`src/hw/rtl/rph_pkg.sv`:
```
// shared constants, types and codes of the rgb parade histogram
package rph_pkg;

    // scope store geometry
    localparam int MAX_ROWS = 1024;
    localparam int ADDR_W   = $clog2(MAX_ROWS);
    localparam int NUM_CH   = 3;

    // field widths
    localparam int ROW_W    = 10;
    localparam int CH_W     = 8;
    localparam int LVL_W    = 8;
    localparam int CNT_W    = 11;
    localparam int ROWS_W   = 11;
    localparam int STEP_W   = 16;
    localparam int STEP_FRAC = 8;
    localparam int CFG_W    = 16;
    localparam int CFG_IDX_W = 1;

    localparam logic [CNT_W-1:0] CNT_MAX = '1;
    localparam logic [LVL_W-1:0] LVL_MAX = '1;

    // product of a byte and a row index, as fed to the divide by 255
    localparam int PROD_W   = CH_W + ADDR_W;

    // configuration register indexes
    localparam logic [CFG_IDX_W-1:0] CFG_ROWS_IN_USE = 1'd0;
    localparam logic [CFG_IDX_W-1:0] CFG_LEVEL_STEP  = 1'd1;

    localparam logic [ROWS_W-1:0] ROWS_RST = 11'd256;
    localparam logic [STEP_W-1:0] STEP_RST = 16'd4096;

    // transaction kinds
    localparam logic KIND_PIXEL = 1'b0;
    localparam logic KIND_READ  = 1'b1;

    // queue between front and back
    localparam int Q_DEPTH  = 4;
    localparam int QPTR_W   = $clog2(Q_DEPTH);
    localparam int QCNT_W   = $clog2(Q_DEPTH + 1);

    // classified work for the back end
    typedef struct packed {
        logic                           kind;
        logic [NUM_CH-1:0][ADDR_W-1:0]  addr;
        logic [ROW_W-1:0]               row;
        logic                           row_ok;
    } t_work;

    // queue status seen by the top and the back end
    typedef struct packed {
        logic              vld;
        logic [QCNT_W-1:0] count;
    } t_q_status;

endpackage

```
`src/hw/rtl/rph_queue.sv`:
```
// short queue of classified work between front and back
module rph_queue (
    input  logic               i_clk,
    input  logic               i_rst_n,
    input  logic               i_push,
    input  rph_pkg::t_work     i_work,
    output rph_pkg::t_q_status o_status,
    output rph_pkg::t_work     o_work
);
    import rph_pkg::*;

    t_work             r_mem [Q_DEPTH];
    logic [QPTR_W-1:0] r_wr_ptr;
    logic [QPTR_W-1:0] r_rd_ptr;
    logic [QCNT_W-1:0] r_count;
    logic              pop;

    // back end never stalls, so the head leaves whenever present
    assign pop = (r_count != '0);

    // pointers and fill count
    always_ff @(posedge i_clk) begin
        if (!i_rst_n) begin
            r_wr_ptr <= '0;
            r_rd_ptr <= '0;
            r_count  <= '0;
        end else begin
            if (i_push) begin
                r_wr_ptr <= r_wr_ptr + 1'b1;
            end
            if (pop) begin
                r_rd_ptr <= r_rd_ptr + 1'b1;
            end
            r_count <= r_count + QCNT_W'(i_push) - QCNT_W'(pop);
        end
    end

    // entry storage
    always_ff @(posedge i_clk) begin
        if (i_push) begin
            r_mem[r_wr_ptr] <= i_work;
        end
    end

    assign o_status.vld   = pop;
    assign o_status.count = r_count;
    assign o_work         = r_mem[r_rd_ptr];

endmodule

```
`config.mk`:
```
export PLATFORM = sky130hd
export DESIGN_NAME = rph_queue
export DESIGN_NICKNAME = d
export VERILOG_FILES = /design/src/hw/rtl/rph_pkg.sv /design/src/hw/rtl/rph_queue.sv
export SDC_FILE = /design/constraint.sdc
export NUM_CORES = 1
export LEC_CHECK = 0
export BUFFER_PORTS_ARGS = -buffer_cell sky130_fd_sc_hd__buf_4
export CAP_MARGIN = 10
export CORE_ASPECT_RATIO = 1.4
export CORE_MARGIN = 4
export CORE_UTILIZATION = 40
export DETAILED_ROUTE_END_ITERATION = 16
export PLACE_DENSITY_LB_ADDON = 0.08
export SLEW_MARGIN = 20
export SYNTH_ARGS = -nofsm -noshare
export SYNTH_HDL_FRONTEND = slang
export SYNTH_SLANG_ARGS = --single-unit
```
`constraint.sdc`:
```
create_clock -name i_clk -period 2 [get_ports i_clk]
set_input_delay 0.4 -clock i_clk [delete_from_list [all_inputs] [get_ports i_clk]]
set_output_delay 0.4 -clock i_clk [all_outputs]
set_load 0.05 [all_outputs]
```
# After elaboration in Yosys (flattened, before gate mapping)
# Memories as Yosys holds them, arrays and structs flattened. A register that Yosys moved wholly into a read port is not among the register bits.
# Index checks and enable logic that the tools add are counted.
word_totals:
  word_cells: 13
  in_bits: 45
  register_bits: 7
  rom_bits: 0
  latchBits: 0
  mem_bits_rw: 168
  n_memories: 1
mem_list:
  columns: ["name", "words", "word_bits", "rd", "rd_ports_with_merged_regs", "wr", "line_no", "rtl"]
  rows:
  - ["r_mem", 4, 42, 1, 1, 1, "rph_queue.sv:12", "t_work r_mem [Q_DEPTH];"]
op_classes:
  bitwise: 0
  shift: 0
  n_lt_le_gt_ge: 0
  eq_ne: 0
  mux: 4
  addsub: 4
  n_mul: 0
  div: 0
  n_reduce_logical: 1
op_table:
  columns: ["op", "count"]
  rows:
  - ["$add 2x1->2 const B", 2]
  - ["$mux 2", 2]
  - ["$add 3x1->3", 1]
  - ["$reduce_bool 3->1", 1]
  - ["$sub 3x1->3", 1]
  - ["$mux 1", 2]

# Longest topological paths before layout
logic_depth:
  word_depth: 3
  ltp_mapped: 7
  ltp_nobuf: 7

# Worst setup path before layout
# No wires, ideal clock.
synth_path:
  path_kind: "reg2reg"
  start: "register r_count[1]"
  end: "register r_count[2]"
  slack_ps: -208
  stages_incl_launch_ff: 8
  required_ps: 1885
  synth_period_minus_slack_ps: 2208
  arrival_ps: 2093
  cell_sequence: "dfxtp_1 or3_1 ha_1 inv_1 ha_1 fa_1 xnor3_1 and2_1"
synth_between:
  elab_chain_len: 2
  word_cells_on_any_way: 3
synth_lines:
  columns: ["element", "line_no", "rtl"]
  rows:
  - ["from (decl)", "rph_queue.sv:15", "logic [QCNT_W-1:0] r_count;"]
  - ["from (signal assigned)", "rph_queue.sv:34", "r_count <= r_count + QCNT_W'(i_push) - QCNT_W'(pop);"]
  - ["$reduce_bool 3->1", "rph_queue.sv:19", "assign pop = (r_count != '0);"]
  - ["via pop", "rph_queue.sv:16", "logic pop;"]
  - ["$sub 3x1->3", "rph_queue.sv:34", null]
# The timed path passes the listed nets, and every way through them passes these cells.
# A chain may end at the register's enable or synchronous reset.

==> run metrics <==
vias in the first global route=3,336; CP startpoint kind=flip-flop; CP Class=reg -> out; grt met1 use=0.170; grt met2 use=0.226; clk sinks=177; status=finished, violations left; critical path peak fanout=20; routed length per placed instance=20.2 µm; vias=2,980; setup_tns=-5.52 ns; DIE AREA=0.0186 mm²; # diodes=0; Period minus WS final=2.16 ns; register area share after synthesis=0.795; max frequency=0.464 GHz; crit-path cells=buf_12 > mux4_2 > buf_6; DR pass1 iterations=4; synthesized area per cell=25.0 µm²; Worst-Skew Late Latency=0.41 ns; CTS max path bufs=2; ratio of cells with drive above 1 in the final layout=0.500; die width=116 µm; Filler cells=1,293; placer congestion estimate=0.687; RSZ-0062 raised after global routing=yes; number of synthesized flops with an enable pin=168; H-tree depth=4; final WL=12,000 µm; hold-fix buffers at CTS=0; Synth top area share=0.768; Initial Util=0.406; final worst-path cycle share=1.08; global-route wire length before repair=18,700 µm; row cnt=55; CP Data Arrival Time=1.76 ns; Min-Delay Path Class=in -> reg; Fin Clk Skew=0.00443 ns; GRT overflow=0; met3 usage=0.0413; ANT nets after route=0; fin. max-slew vios=0; detailed-route vias per instance=5.03; CTS buffer count=17; CP endpoint kind=output port; largest net degree at the start of global routing=21; Hold Fails Final Rpt=0; Post-Synthesis Cell Area=0.00657 mm²; DRC=0; critical path's slowest cell=mux4_2; actual slew at the worst max-slew pin=0.400 ns; Area Growth Syn to Fin=28.7%; cell accounting for the most synthesized area=edfxtp_1; GR peak layer=met2; CTS tree=done; # IOs=91; DP HPWL=7620 µm; Slew Limit Headroom=0.731; Distinct cells, synth=23; CTS root buffer=clkbuf_16; Final Util=0.523; Core ar.=0.0162 mm²; Synth top cells by count=168 x edfxtp_1, 40 x mux4_2, 9 x dfxtp_1, 8 x and2_1; max incr delay on CP=0.56 ns; P_leak=2.92 nW; Final setup viols=42; most common flop cell mapped by yosys=edfxtp_1; final worst slack=-0.157 ns; Peak VDD IR=0.851 mV; register bit total from synthesis=177; violated checks=negative setup slack; total track usage=0.138; Syn Nets=315; Clock transition at path regs=0.06 ns; initial antenna violation count=0; max cap viols=0; synth warn=0; post-synthesis instance total=263; PortBufs=90; nets@finish=433; die height=160 µm; required arrival time at the worst endpoint=1.60 ns; PwrDens=1470 mW/mm²; async set or reset register ratio after synthesis=0; count leader, synth=edfxtp_1; synth top area cells=edfxtp_1 77%, mux4_2 14%, dfxtp_1 2.7%; Initial DRC Count=120
[worst max-delay path: cells and delay by family, from the launching register on]
kind,cells,cell delay (ns)
buffers and inverters,2,0.39
muxes,1,0.56
DFF,1,0.38
[logic make-up (layout without fill, tap and decap cells)]
| logic type | count (synthesis) | count (layout) | synth area share |
|---|---|---|---|
| xor gates and xnor gates | 2 | 2 | 0.00476 |
| and+or+nand+nor | 15 | 15 | 0.0141 |
| muxes | 44 | 44 | 0.148 |
| AOI/OAI and AO/OA | 1 | 1 | 0.00114 |
| adders and majority gates | 7 | 7 | 0.0145 |
| DFF | 177 | 177 | 0.795 |
| buffers and inverters | 17 | 148 | 0.0221 |
[worst paths after layout]
path,start,end,slack [ns],cells after the start
max,flip-flop,o_work[10],-0.16,3
min,i_work[35],r_mem[2][35],0.18,1
max reg2reg,r_count[1],r_count[2],0.06,7
min reg2reg,r_rd_ptr[1],flip-flop,0.48,2
[area by class of cell]
type | instances | area, µm² | area share
clock buffer | 18 | 429 | 0.0508
clock inverter | 14 | 139 | 0.0164
inverter | 6 | 22.5 | 0.00266
multi-input combinational | 69 | 1220 | 0.144
sequential | 177 | 5240 | 0.620
tap | 199 | 249 | 0.0295
timing repair buffer | 110 | 1150 | 0.136
[metrics by stage]
stage	hold slack (ns)	cell area (µm²)	setup slack [ns]	std cells	total power, mW
after global routing	0.158	8450	-0.245	593	13.0
final	0.180	8450	-0.157	593	12.4
after CTS	0.151	8430	-0.224	591	12.6
after global placement	0.454	7650	0.0662	557	8.86
after detailed placement	0.466	7650	0.00628	557	8.91
after floorplan	0.449	6580	-0.00863	263	7.71
[what timing repair did]
action,4_1_cts,5_1_grt
pin swaps,0,2
endpoints found under the setup margin,43,43
cloned,1,0
buffers inserted,1,2
gates resized for setup,47,2
[flip-flops by register name, summed over array words and instances (netlist names), named ones only]
signal	cells
r_mem	168
r_count	3
r_wr_ptr	2
r_rd_ptr	2
[cells in the final DEF, fill, tap and decap left out, drive strengths merged]
cell type    n
mux4        42
or3          1
fa           1
dfxtp        9
bufinv       2
and2         8
and3         2
nand2        1
buf        110
mux2i        2
clkinv       7
inv          8
edfxtp     168
ha           6
xor2         1
o31ai        1
clkbuf      18
or4          1
nand2b       1
nor2b        1
clkinvlp     3
xnor3        1
[metal layers]
layer  share of wire  vias to the layer above  routed length, µm
li1                -                     1338                  -
met1            0.41                     1563               4850
met2            0.53                       72               6300
met3           0.056                        7                674
met4           0.012                        0                138
met5               0                        -                  0
[report_power, final]
group / internal (mW) / switching, mW / total, mW / leakage, nW
Clock: 1.83 / 1.32 / 3.15 / 0.276
Combinational: 2.07 / 2.75 / 4.82 / 1.02
Sequential: 4.32 / 0.120 / 4.44 / 1.62
Total: 8.22 / 4.19 / 12.4 / 2.92
Power figures use the tool's default switching activity.
