$ cat config.mk
export PLATFORM = sky130hd
export DESIGN_NAME = rph_front
export DESIGN_NICKNAME = d
export VERILOG_FILES = /design/src/hw/rtl/rph_pkg.sv /design/src/hw/rtl/rph_front.sv
export SDC_FILE = /design/constraint.sdc
export NUM_CORES = 1
export LEC_CHECK = 0
export ABC_AREA = 1
export BUFFER_PORTS_ARGS = -buffer_cell sky130_fd_sc_hd__buf_2
export CORE_MARGIN = 2
export CORE_UTILIZATION = 35
export CTS_CLUSTER_DIAMETER = 150
export DETAILED_ROUTE_END_ITERATION = 12
export SKIP_CTS_REPAIR_TIMING = 1
export SLEW_MARGIN = 20
export SYNTH_ARGS = -nofsm -noshare
export SYNTH_HDL_FRONTEND = slang
export SYNTH_SLANG_ARGS = --single-unit
$ cat constraint.sdc
create_clock -name i_clk -period 8 [get_ports i_clk]
set_input_delay 0.8 -clock i_clk [delete_from_list [all_inputs] [get_ports i_clk]]
set_output_delay 0.8 -clock i_clk [all_outputs]
set_load 0.03 [all_outputs]
$ cat src/hw/rtl/rph_pkg.sv
// shared constants, types and codes of the rgb parade histogram
package rph_pkg;

    // scope store geometry
    localparam int MAX_ROWS = 1024;
    localparam int ADDR_W   = $clog2(MAX_ROWS);
    localparam int NUM_CH   = 3;

    // field widths
    localparam int ROW_W    = 10;
    localparam int CH_W     = 8;
    localparam int LVL_W    = 8;
    localparam int CNT_W    = 11;
    localparam int ROWS_W   = 11;
    localparam int STEP_W   = 16;
    localparam int STEP_FRAC = 8;
    localparam int CFG_W    = 16;
    localparam int CFG_IDX_W = 1;

    localparam logic [CNT_W-1:0] CNT_MAX = '1;
    localparam logic [LVL_W-1:0] LVL_MAX = '1;

    // product of a byte and a row index, as fed to the divide by 255
    localparam int PROD_W   = CH_W + ADDR_W;

    // configuration register indexes
    localparam logic [CFG_IDX_W-1:0] CFG_ROWS_IN_USE = 1'd0;
    localparam logic [CFG_IDX_W-1:0] CFG_LEVEL_STEP  = 1'd1;

    localparam logic [ROWS_W-1:0] ROWS_RST = 11'd256;
    localparam logic [STEP_W-1:0] STEP_RST = 16'd4096;

    // transaction kinds
    localparam logic KIND_PIXEL = 1'b0;
    localparam logic KIND_READ  = 1'b1;

    // queue between front and back
    localparam int Q_DEPTH  = 4;
    localparam int QPTR_W   = $clog2(Q_DEPTH);
    localparam int QCNT_W   = $clog2(Q_DEPTH + 1);

    // classified work for the back end
    typedef struct packed {
        logic                           kind;
        logic [NUM_CH-1:0][ADDR_W-1:0]  addr;
        logic [ROW_W-1:0]               row;
        logic                           row_ok;
    } t_work;

    // queue status seen by the top and the back end
    typedef struct packed {
        logic              vld;
        logic [QCNT_W-1:0] count;
    } t_q_status;

endpackage

$ cat src/hw/rtl/rph_front.sv
// front end: takes transactions, maps pixel bytes to scope rows
module rph_front (
    input  logic                      i_clk,
    input  logic                      i_rst_n,
    input  logic                      i_take,
    input  logic                      i_kind,
    input  logic [rph_pkg::CH_W-1:0]  i_red,
    input  logic [rph_pkg::CH_W-1:0]  i_green,
    input  logic [rph_pkg::CH_W-1:0]  i_blue,
    input  logic [rph_pkg::ROW_W-1:0] i_row,
    input  logic [rph_pkg::ROWS_W-1:0] i_rows_in_use,
    output logic                      o_push,
    output rph_pkg::t_work            o_work
);
    import rph_pkg::*;

    // exact floor(x / 255): estimate by x*257 >> 16, then one correction
    function automatic logic [PROD_W-1:0] div255(input logic [PROD_W-1:0] x);
        logic [PROD_W+8:0] xw;
        logic [PROD_W+8:0] rem;
        logic [PROD_W-1:0] q;
        xw  = (PROD_W+9)'(x);
        q   = PROD_W'((xw + (xw << 8)) >> 16);
        rem = xw - ((PROD_W+9)'(q) << 8) + (PROD_W+9)'(q);
        if (rem >= (PROD_W+9)'(255)) begin
            q = q + 1'b1;
        end
        return q;
    endfunction

    logic [ADDR_W-1:0]               top;
    logic [NUM_CH-1:0][CH_W-1:0]     val;
    logic                            r_f1_vld;
    logic                            r_f1_kind;
    logic [ROW_W-1:0]                r_f1_row;
    logic [ADDR_W-1:0]               r_f1_top;
    logic [NUM_CH-1:0][PROD_W-1:0]   r_f1_prod;

    // top row index from the rows in use, clamped to the store
    always_comb begin
        if (i_rows_in_use == '0) begin
            top = '0;
        end else if (32'(i_rows_in_use) > 32'(MAX_ROWS)) begin
            top = ADDR_W'(MAX_ROWS - 1);
        end else begin
            top = ADDR_W'(i_rows_in_use - 1'b1);
        end
    end

    assign val = {i_blue, i_green, i_red};

    // first stage: valid flag
    always_ff @(posedge i_clk) begin
        if (!i_rst_n) begin
            r_f1_vld <= 1'b0;
        end else begin
            r_f1_vld <= i_take;
        end
    end

    // first stage: byte times top row
    always_ff @(posedge i_clk) begin
        if (i_take) begin
            r_f1_kind <= i_kind;
            r_f1_row  <= i_row;
            r_f1_top  <= top;
            for (int c = 0; c < NUM_CH; c++) begin
                r_f1_prod[c] <= PROD_W'(val[c]) * PROD_W'(top);
            end
        end
    end

    // second stage: row of each channel, or the row to read
    always_comb begin
        o_push        = r_f1_vld;
        o_work.kind   = r_f1_kind;
        o_work.row    = r_f1_row;
        o_work.row_ok = 1'b1;
        for (int c = 0; c < NUM_CH; c++) begin
            o_work.addr[c] = r_f1_top - ADDR_W'(div255(r_f1_prod[c]));
        end
        if (r_f1_kind == KIND_READ) begin
            o_work.row_ok = (32'(r_f1_row) < 32'(MAX_ROWS));
            for (int c = 0; c < NUM_CH; c++) begin
                o_work.addr[c] = ADDR_W'(r_f1_row);
            end
        end
    end

endmodule

-- Word-level counts from Yosys, hierarchy flattened
Index checks and enable logic that the tools add are counted.
- input bits: 49
- output and inout port bits: 43
- word-level logic and storage cells: 37
- bits in registers: 76
- order comparisons: 4
- multipliers: 3
- reductions and logical operators: 1
- $add $sub $neg: 16
- multiplexer cells: 6
- operator list (operator ; count):
    18-bit by 26-bit adder with 27-bit output ; 3
    27-bit by 8-bit greater-or-equal comparator with 1-bit output, second input constant ; 3
    20-bit by 12-bit adder with 21-bit output ; 3
    18-bit by 19-bit subtractor with 20-bit output ; 3
    8-bit by 10-bit multiplier with 18-bit output ; 3
    10-bit two-way mux ; 5
    10-bit by 1-bit adder with 10-bit output, second input constant ; 3
    30-bit two-way mux ; 1
    10-bit subtractor ; 3
    11-bit > comparator, second input constant ; 1
    11-bit logical NOT ; 1
    10-bit by 1-bit subtractor with 10-bit output, second input constant ; 1

-- Logic depth before layout (Yosys ltp)
Gate-level depths: netlist of the first run.
- word-level depth: 7
- depth in mapped cells: 56

-- Least setup slack after synthesis of the first run
No wires, ideal clock.
- path kind: reg2out
- from: register r_f1_prod[10] in the netlist's numbering
- to: output o_work[19] in the netlist's numbering
- path slack: 0.907 ns
- cell stages (with the launch flop): 43
- arrival: 6.293 ns
- path buffers: 1
- cell sequence: edfxtp_1 > ha_1 > a21oi_1 > nand3_1 > nand2_4 > nand2_4 > nand2_2 > nand2_4 > ha_1 > xor2_1 > xor2_1 > inv_1 > ha_1 > nand2_1 > nor2_1 > inv_1 > o221a_2 > a21boi_1 > (+7 left out) > xor2_1 > ha_1 > fa_1 > inv_1 > a21oi_1 > o21bai_1 > nand2_1 > inv_1 > nor2_1 > inv_1 > a21oi_1 > nor2_1 > nor2_1 > nor2_1 > nor2_1 > nand2_1 > nand2_1 > o21ai_0
- RTL lines (item ; RTL line ; text):
    from (decl) ; rph_front.sv:37 ; logic [NUM_CH-1:0][PROD_W-1:0] r_f1_prod;
    from (signal, indexed assignment) ; rph_front.sv:68 ; r_f1_prod[c] <= PROD_W'(val[c]) * PROD_W'(top);
    to (decl) ; rph_front.sv:13 ; output rph_pkg::t_work o_work

==> results of run 1 <==
[path summary, 6_finish.rpt]
path	startpoint	end	slack, ns	depth (start not counted)
min	i_row[9]	r_f1_row[9]	0.60	1
max	r_f1_prod[47]	o_work[40]	0.29	52
[state kept, by name (all words and copies together) (netlist names)]
register / count
r_f1_prod: 54
r_f1_row: 10
r_f1_top: 10
o_push: 1
r_f1_kind: 1
[placed cells by master (no fill, tap or decap), types with 15 or more instances in the layout]
master and n:
a21oi_2 15, xor2_1 84, ha_1 188, inv_2 18
nor2_2 25, nand2_1 615, ha_4 36, buf_2 86
edfxtp_1 75, fa_1 147, a21oi_1 100, o21ai_0 42
nand3_2 25, o21ai_1 16, nor3_1 24, nand3b_1 18
nand3_1 150, nand2_2 57, xnor2_1 23, buf_4 115
nand4_1 45, nor2_1 297, o31ai_1 15, inv_1 477
[routing by layer]
| metal | track usage | part of all wire | wire [microns] |
|---|---|---|---|
| met1 | 0.280 | 0.49 | 25900 |
| met2 | 0.298 | 0.44 | 22900 |
| met3 | 0.0227 | 0.048 | 2510 |
| met5 | 0 | 0.00025 | 13 |
| met4 | 0.0516 | 0.023 | 1220 |
[logic make-up (layout without fill, tap and decap cells)]
| group | Yosys count | count (layout) | synth area share |
|---|---|---|---|
| AOI/OAI and AO/OA | 243 | 243 | 0.0763 |
| xor gates and xnor gates | 123 | 123 | 0.0591 |
| adders and majority gates | 382 | 382 | 0.317 |
| buffers and inverters | 537 | 727 | 0.110 |
| DFF | 76 | 76 | 0.123 |
| other | 1 | 1 | 0.000202 |
| and+or+nand+nor | 1308 | 1308 | 0.315 |
[synthesized netlist by cell type (all sizes together) (17+ instances only)]
| cell | count |
|---|---|
| nand3b | 18 |
| inv | 495 |
| edfxtp | 75 |
| nand2 | 687 |
| a21oi | 120 |
| xnor2 | 26 |
| nand4 | 46 |
| fa | 147 |
| o21ai | 63 |
| nand3 | 181 |
| nor3 | 29 |
| xor2 | 97 |
| o21bai | 17 |
| clkbuf | 18 |
| nor2 | 330 |
| ha | 235 |
[worst max-delay path: cells and delay by family, from the launching register on]
kind | cells | cell delay [ns]
xor gates and xnor gates | 5 | 0.82
AOI/OAI and AO/OA | 6 | 0.96
adders and majority gates | 5 | 1.31
and+or+nand+nor | 25 | 2.11
buffers and inverters | 11 | 0.86
DFF | 1 | 0.47
[cell type report]
cell class | count | area, sq um
multi-input combinational | 2057 | 15200
clock inverter | 7 | 87.6
inverter | 506 | 1900
tap | 688 | 861
fill | 5408 | 30600
sequential | 76 | 2270
clock buffer | 9 | 225
timing repair buffer | 205 | 1340
[metrics by stage]
step / hold WS, ns / utilization / TNS, ns / worst slack [ns]
final: 0.596 / 0.417 / 0 / 0.289
after global routing: 0.596 / 0.417 / -0.397 / -0.170
after CTS: 0.581 / 0.385 / -0.363 / -0.205
after detailed placement: 0.979 / 0.380 / 0 / 0.207
after global placement: 0.977 / 0.380 / 0 / 0.261
after floorplan: 0.893 / - / 0 / 0.907
==> run metrics, run 1 <==
crit path time final=about 7.7 ns; placed cells=between 3,000 and 4,000; Worst EP required=7.20 ns; drt drc=0; syn_area_per_cell=approximately 6.9 sq um; die width=around 230 microns; post-route design area=21,900 sq um; hold crit path type=input pin to flip-flop; placed cell areas=between 15,000 and 20,000 sq um; FP Rows=84; Tcrit/Tclk final=0.964; CTS Buf Count=9; global-route wire length before repair=just over 80,000 microns; IO Pins=92; initial antenna violation count=1; Mapped Area=between 15,000 and 20,000 sq um; Layout Nets=between 3,000 and 4,000; max-cap viol count=0; Crit Path Class=flip-flop to primary output; CTS tree=yes; Clock H-tree levels=3; Slowest cell on crit path=edfxtp_1; RSZ-0062 raised after global routing=yes; status=complete, no violations; Root Driver=clkbuf_16; DRT Wirelength=around 53,000 microns; Slew @ Worst Pin=0.890 ns; total iterations of the first detailed-routing run=7; endpoints failing setup=0; Max clock buf depth=2; post-synthesis sequential area ratio=0.123; Via Count=17,300; async set-reset flop share out of synthesis=0; flops & latches, synth=76; Rel. slew slack=0.406; Total Routing Usage GR=0.192; CP arrival=between 6 and 7 ns; most frequent CP cell=nor2_2; Top FF cell, synth=edfxtp_1; antenna viol nets, final=0; Syn Inst Count=2,670; core box area=52,400 sq um; synth unique cells=between 50 and 60; max incr delay on CP=approximately 0.47 ns; Ant. Diodes=0; EDFF count, synth=75; Area growth syn-to-layout=17.9%; Die Y=234 microns; clock sink total=76; DP HPWL=between 40,000 and 50,000 microns; layout cells sized above 1=0.169; clock-pin slew of the registers on the worst-case setup and hold paths=0.08 ns; vias in the first global route=approximately 16,000; top cells by area, synth=fa_1 16%, ha_1 16%, nand2_1 13%, edfxtp_1 12%, inv_1 9.7%; die area=54,800 sq um; post-DR vias/cell=between 4 and 5; critical path startpoint category=flip-flop; Post-Synthesis Net Count=3,101; synth warn=0; GP Congestion=roughly 0.87; Overflow after GRT=0; Layout Cells excl Fill=3,548; largest net degree at the start of global routing=64; starting density of the core=0.353; area share of the largest cell type after synthesis=0.159; Slew Viols, Final=0; CP Max Fanout=6; final hold vios=0; Routed wire per std cell=roughly 15 microns; crit path capture type=primary output; DR iter-0 viols=~1,100; Port Buffers=90; f_max=around 130 MHz; post-synth top area cell=fa_1
Power of run 1 is not shown: default switching activity piles up to over one toggle a cycle in this logic, so the estimate is an artifact.
==> run 2, diff against run 1 <==
--- a/config.mk
+++ b/config.mk
@@ -8,9 +8,11 @@
 export ABC_AREA = 1
 export BUFFER_PORTS_ARGS = -buffer_cell sky130_fd_sc_hd__buf_2
 export CORE_MARGIN = 2
-export CORE_UTILIZATION = 35
+export CORE_UTILIZATION = 60
 export CTS_CLUSTER_DIAMETER = 150
 export DETAILED_ROUTE_END_ITERATION = 12
+export PLACE_DENSITY = 0.78
+export RECOVER_POWER = 25
 export SKIP_CTS_REPAIR_TIMING = 1
 export SLEW_MARGIN = 20
 export SYNTH_ARGS = -nofsm -noshare
==> run metrics, run 2 (synthesis results as in run 1) <==
failing checks=max-capacitance violations, max-slew violations; Layout Nets=roughly 3,300; utilization after layout=0.706; Regs by FF count=r_f1_prod (54), r_f1_row (10), r_f1_top (10); clock-pin slew of the registers on the worst-case setup and hold paths=around 0.080 ns; largest net degree at the start of global routing=70; Worst EP required=7.20 ns; status=complete, but fails checks; vias in the first global route=about 18,000; GP Congestion=0.966; CTS Buf Count=9; die area=32,300 sq um; antenna viol nets, final=0; Overflow after GRT=0; Root Driver=clkbuf_16; largest register by flop count=r_f1_prod; most frequent CP cell=nand2_2; CTS tree=yes; post-DR vias/cell=5.70; drt drc=0; crit path capture type=primary output; Area growth syn-to-layout=16.1%; Total Routing Usage GR=0.316; commonest non-fill, non-tap cell in the layout=nand2_1; placed cells=about 3,100; hold crit path type=input pin to flip-flop; Crit Path Class=flip-flop to primary output; DR iter-0 viols=~1,600; max-cap viol count=1; Max clock buf depth=2; CP Max Fanout=6; Largest register FFs=54; final setup TNS=0 ns; final hold vios=0; RSZ-0062 raised after global routing=yes; DP HPWL=42,600 microns; Hold Slack=~0.61 ns; Die Y=180 microns; Tcrit/Tclk final=0.994; max incr delay on CP=roughly 0.58 ns; Hold Path Sink=r_f1_row[7]; WHS Path Cells=1; IO Pins=slightly above 90; layout cells sized above 1=0.173; initial antenna violation count=3; core box area=between 30,000 and 40,000 sq um; starting density of the core=0.608; FP Rows=64; Clock H-tree levels=3; die width=180 microns; Fill cells=2,498; total iterations of the first detailed-routing run=7; CP arrival=just over 7 ns; Slew @ Worst Pin=4.38 ns; Via Count=between 15,000 and 20,000; critical path startpoint category=flip-flop; Slew Viols, Final=70; global-route wire length before repair=83,900 microns; DRT Wirelength=roughly 55,000 microns; Layout Cells excl Fill=between 3,000 and 4,000; Rel. slew slack=-1.92; most frequent cells in the layout=609 x nand2_1, 471 x inv_1, 296 x nor2_1; f_max=126 MHz; endpoints failing setup=0; Port Buffers=90; Slowest cell on crit path=edfxtp_1; worst hold start=i_row[7]; crit path time final=between 7 and 8 ns; Routed wire per std cell=between 15 and 20 microns; clock sink total=76
-- run 2: changes by cell type in the layout (fill, tap and decap cells not counted), sizes merged --
cell | before | now
clkinvlp | 0 | 3
buf | 204 | 177
clkinv | 12 | 14
inv | 500 | 495
diode | 0 | 1
clkbuf | 10 | 25
-- run 2: worst max path at each step --
stage                              from  cells after the start         end
final                     r_f1_prod[45]                     53  o_work[40]
after global routing      r_f1_prod[45]                     55  o_work[40]
after CTS                 r_f1_prod[10]                     45  o_work[20]
after detailed placement  r_f1_prod[14]                     45  o_work[20]
after global placement    r_f1_prod[10]                     45  o_work[20]
after floorplan           r_f1_prod[10]                     42  o_work[19]
-- run 2: worst max-delay path: cells and delay by family, from the launching register on --
kind / cells / cell delay, ns
and+or+nand+nor: 33 / 2.88
AOI/OAI and AO/OA: 4 / 0.75
DFF: 1 / 0.58
adders and majority gates: 5 / 1.36
buffers and inverters: 7 / 0.48
xor gates and xnor gates: 4 / 0.72
-- run 2: area by class of cell --
class                   instances  area (sq um)  share of cell area
repair buffers                193          1230              0.0570
multi-input cells            2057         15300               0.712
clock buffers                   9           225              0.0105
clock inverters                 7          67.6             0.00314
well taps                     396           495              0.0230
flip-flops and latches         76          2270               0.106
diodes                          1          2.50            0.000116
inverters                     506          1900              0.0883
-- run 2: metrics by stage --
step	area, sq um	worst slack [ns]
after floorplan	18500	0.907
after global placement	19500	0.383
after detailed placement	19500	0.131
after CTS	19800	-0.269
after global routing	21500	-0.347
final	21500	0.0465
-- run 2: per-layer routing --
layer / track usage / wire length, microns / part of all wire / up-vias
met5: 0 / 26 / 0.00048 / -
met2: 0.538 / 26000 / 0.48 / 845
met4: 0.0807 / 1570 / 0.029 / 4
li1: - / - / - / 8812
met1: 0.421 / 22500 / 0.41 / 8687
met3: 0.0482 / 4370 / 0.080 / 149
Power of run 2 is left out for the same reason.
==> run 3, diff against run 2 <==
--- a/config.mk
+++ b/config.mk
@@ -7,11 +7,13 @@
 export LEC_CHECK = 0
 export ABC_AREA = 1
 export BUFFER_PORTS_ARGS = -buffer_cell sky130_fd_sc_hd__buf_2
+export CELL_PAD_IN_SITES_DETAIL_PLACEMENT = 1
+export CELL_PAD_IN_SITES_GLOBAL_PLACEMENT = 1
 export CORE_MARGIN = 2
-export CORE_UTILIZATION = 60
-export CTS_CLUSTER_DIAMETER = 150
+export CORE_UTILIZATION = 47
+export CTS_CLUSTER_DIAMETER = 50
 export DETAILED_ROUTE_END_ITERATION = 12
-export PLACE_DENSITY = 0.78
+export PLACE_DENSITY_LB_ADDON = 0.1
 export RECOVER_POWER = 25
 export SKIP_CTS_REPAIR_TIMING = 1
 export SLEW_MARGIN = 20
==> run metrics, run 3 (synthesis results as in run 1) <==
status=complete, but fails checks; failing checks=max-capacitance violations, max-slew violations; Slowest cell on crit path=edfxtp_1; CP startpoint=r_f1_prod[47]; DRT Wirelength=about 63,000 microns; clock-pin slew of the registers on the worst-case setup and hold paths=0.06 ns; hold crit path type=input pin to flip-flop; Port Buffers=90; Worst EP required=between 7 and 8 ns; die area=about 41,000 sq um; Largest register FFs=54; Die Y=just over 200 microns; GP Congestion=around 0.93; total iterations of the first detailed-routing run=5; f_max=between 100 and 150 MHz; endpoints failing setup=0; antenna viol nets, final=0; IO Pins=a little over 90; Crit path depth=52; RSZ-0062 raised after global routing=yes; initial antenna violation count=5; post-DR vias/cell=~5.4; Crit path buffers/inverters=9; max-cap viol count=1; Via Count=18,200; Slew @ Worst Pin=between 4 and 5 ns; final setup TNS=0 ns; crit path capture type=primary output; Total Routing Usage GR=0.301; die width=203 microns; Crit Path Class=flip-flop to primary output; placed cells=approximately 3,300; post-route design area=about 22,000 sq um; layout cells sized above 1=0.171; Routed wire per std cell=18.7 microns; largest net degree at the start of global routing=a little under 80; drt drc=0; core box area=around 39,000 sq um; Clock H-tree levels=3; global-route wire length before repair=98,700 microns; most frequent cells in the layout=602 x nand2_1, 475 x inv_1, 293 x nor2_1; clock sink total=76; CTS tree=yes; Tcrit/Tclk final=0.980; vias in the first global route=19,300; Layout Cells excl Fill=~3,400; Regs by FF count=r_f1_prod (54), r_f1_row (10), r_f1_top (10); CP Max Fanout=6; Layout Nets=approximately 3,300; DR iter-0 viols=just under 1,000; Area growth syn-to-layout=16.4%; starting density of the core=0.477; DP HPWL=between 50,000 and 60,000 microns; CP arrival=between 7 and 8 ns; final hold vios=0; largest register by flop count=r_f1_prod; CTS Buf Count=9; critical path endpoint=o_work[40]; Root Driver=clkbuf_16; Overflow after GRT=0; Slew Viols, Final=77; placed cell areas=around 20,000 sq um; max incr delay on CP=between 0.5 and 0.6 ns; FP Rows=just over 70; most frequent CP cell=nor2_1; Max clock buf depth=2; setup ws final=roughly 0.16 ns; Setup WS pre-CTS=roughly 0.011 ns; Crit path max-delay family=simple AND/OR/NAND/NOR gates; Rel. slew slack=-2.12; crit path time final=7.84 ns; critical path startpoint category=flip-flop; commonest non-fill, non-tap cell in the layout=nand2_1
-- run 3: cell count changes in the layout (fill, tap and decap cells not counted), moves of 5 or more --
cell,previous run,this run
a21oi_2,25,19
nand2_1,609,602
buf_2,72,83
a21oi_1,93,99
nand2_2,61,72
clkbuf_1,16,5
xor2_1,82,88
ha_4,39,34
xor2_2,12,7
-- run 3: how the worst min path moves through the flow --
stage,from,to,slack [ns],cells after the start
after detailed placement,i_row[0],r_f1_row[0],0.98,1
after global routing,i_row[8],r_f1_row[8],0.61,1
after floorplan,i_take,o_push,0.89,2
after global placement,i_row[0],r_f1_row[0],0.98,1
final,i_row[0],r_f1_row[0],0.61,1
after CTS,i_row[5],r_f1_row[5],0.60,1
-- run 3: final cells by class --
type                       count  area (sq um)
clock inverter                 4          97.6
multi-input combinational   2057         15200
inverter                     506          1900
antenna                        3          7.51
fill                        5112         17300
timing repair buffer         188          1210
clock buffer                  12           236
tap                          518           648
sequential                    76          2270
-- run 3: stage by stage --
| stage | hold slack [ns] | utilization |
|---|---|---|
| floorplan | 0.893 | - |
| global placement | 0.978 | 0.508 |
| detailed placement | 0.978 | 0.508 |
| CTS | 0.599 | 0.516 |
| global route | 0.605 | 0.555 |
| finish | 0.609 | 0.555 |
-- run 3: metal layers --
metal,routed length [microns],track usage,part of all wire
met5,26,0,0.00041
met4,1770,0.102,0.028
met3,2400,0.0339,0.038
met2,31900,0.537,0.51
met1,27000,0.376,0.43
Power of run 3 is left out for the same reason.
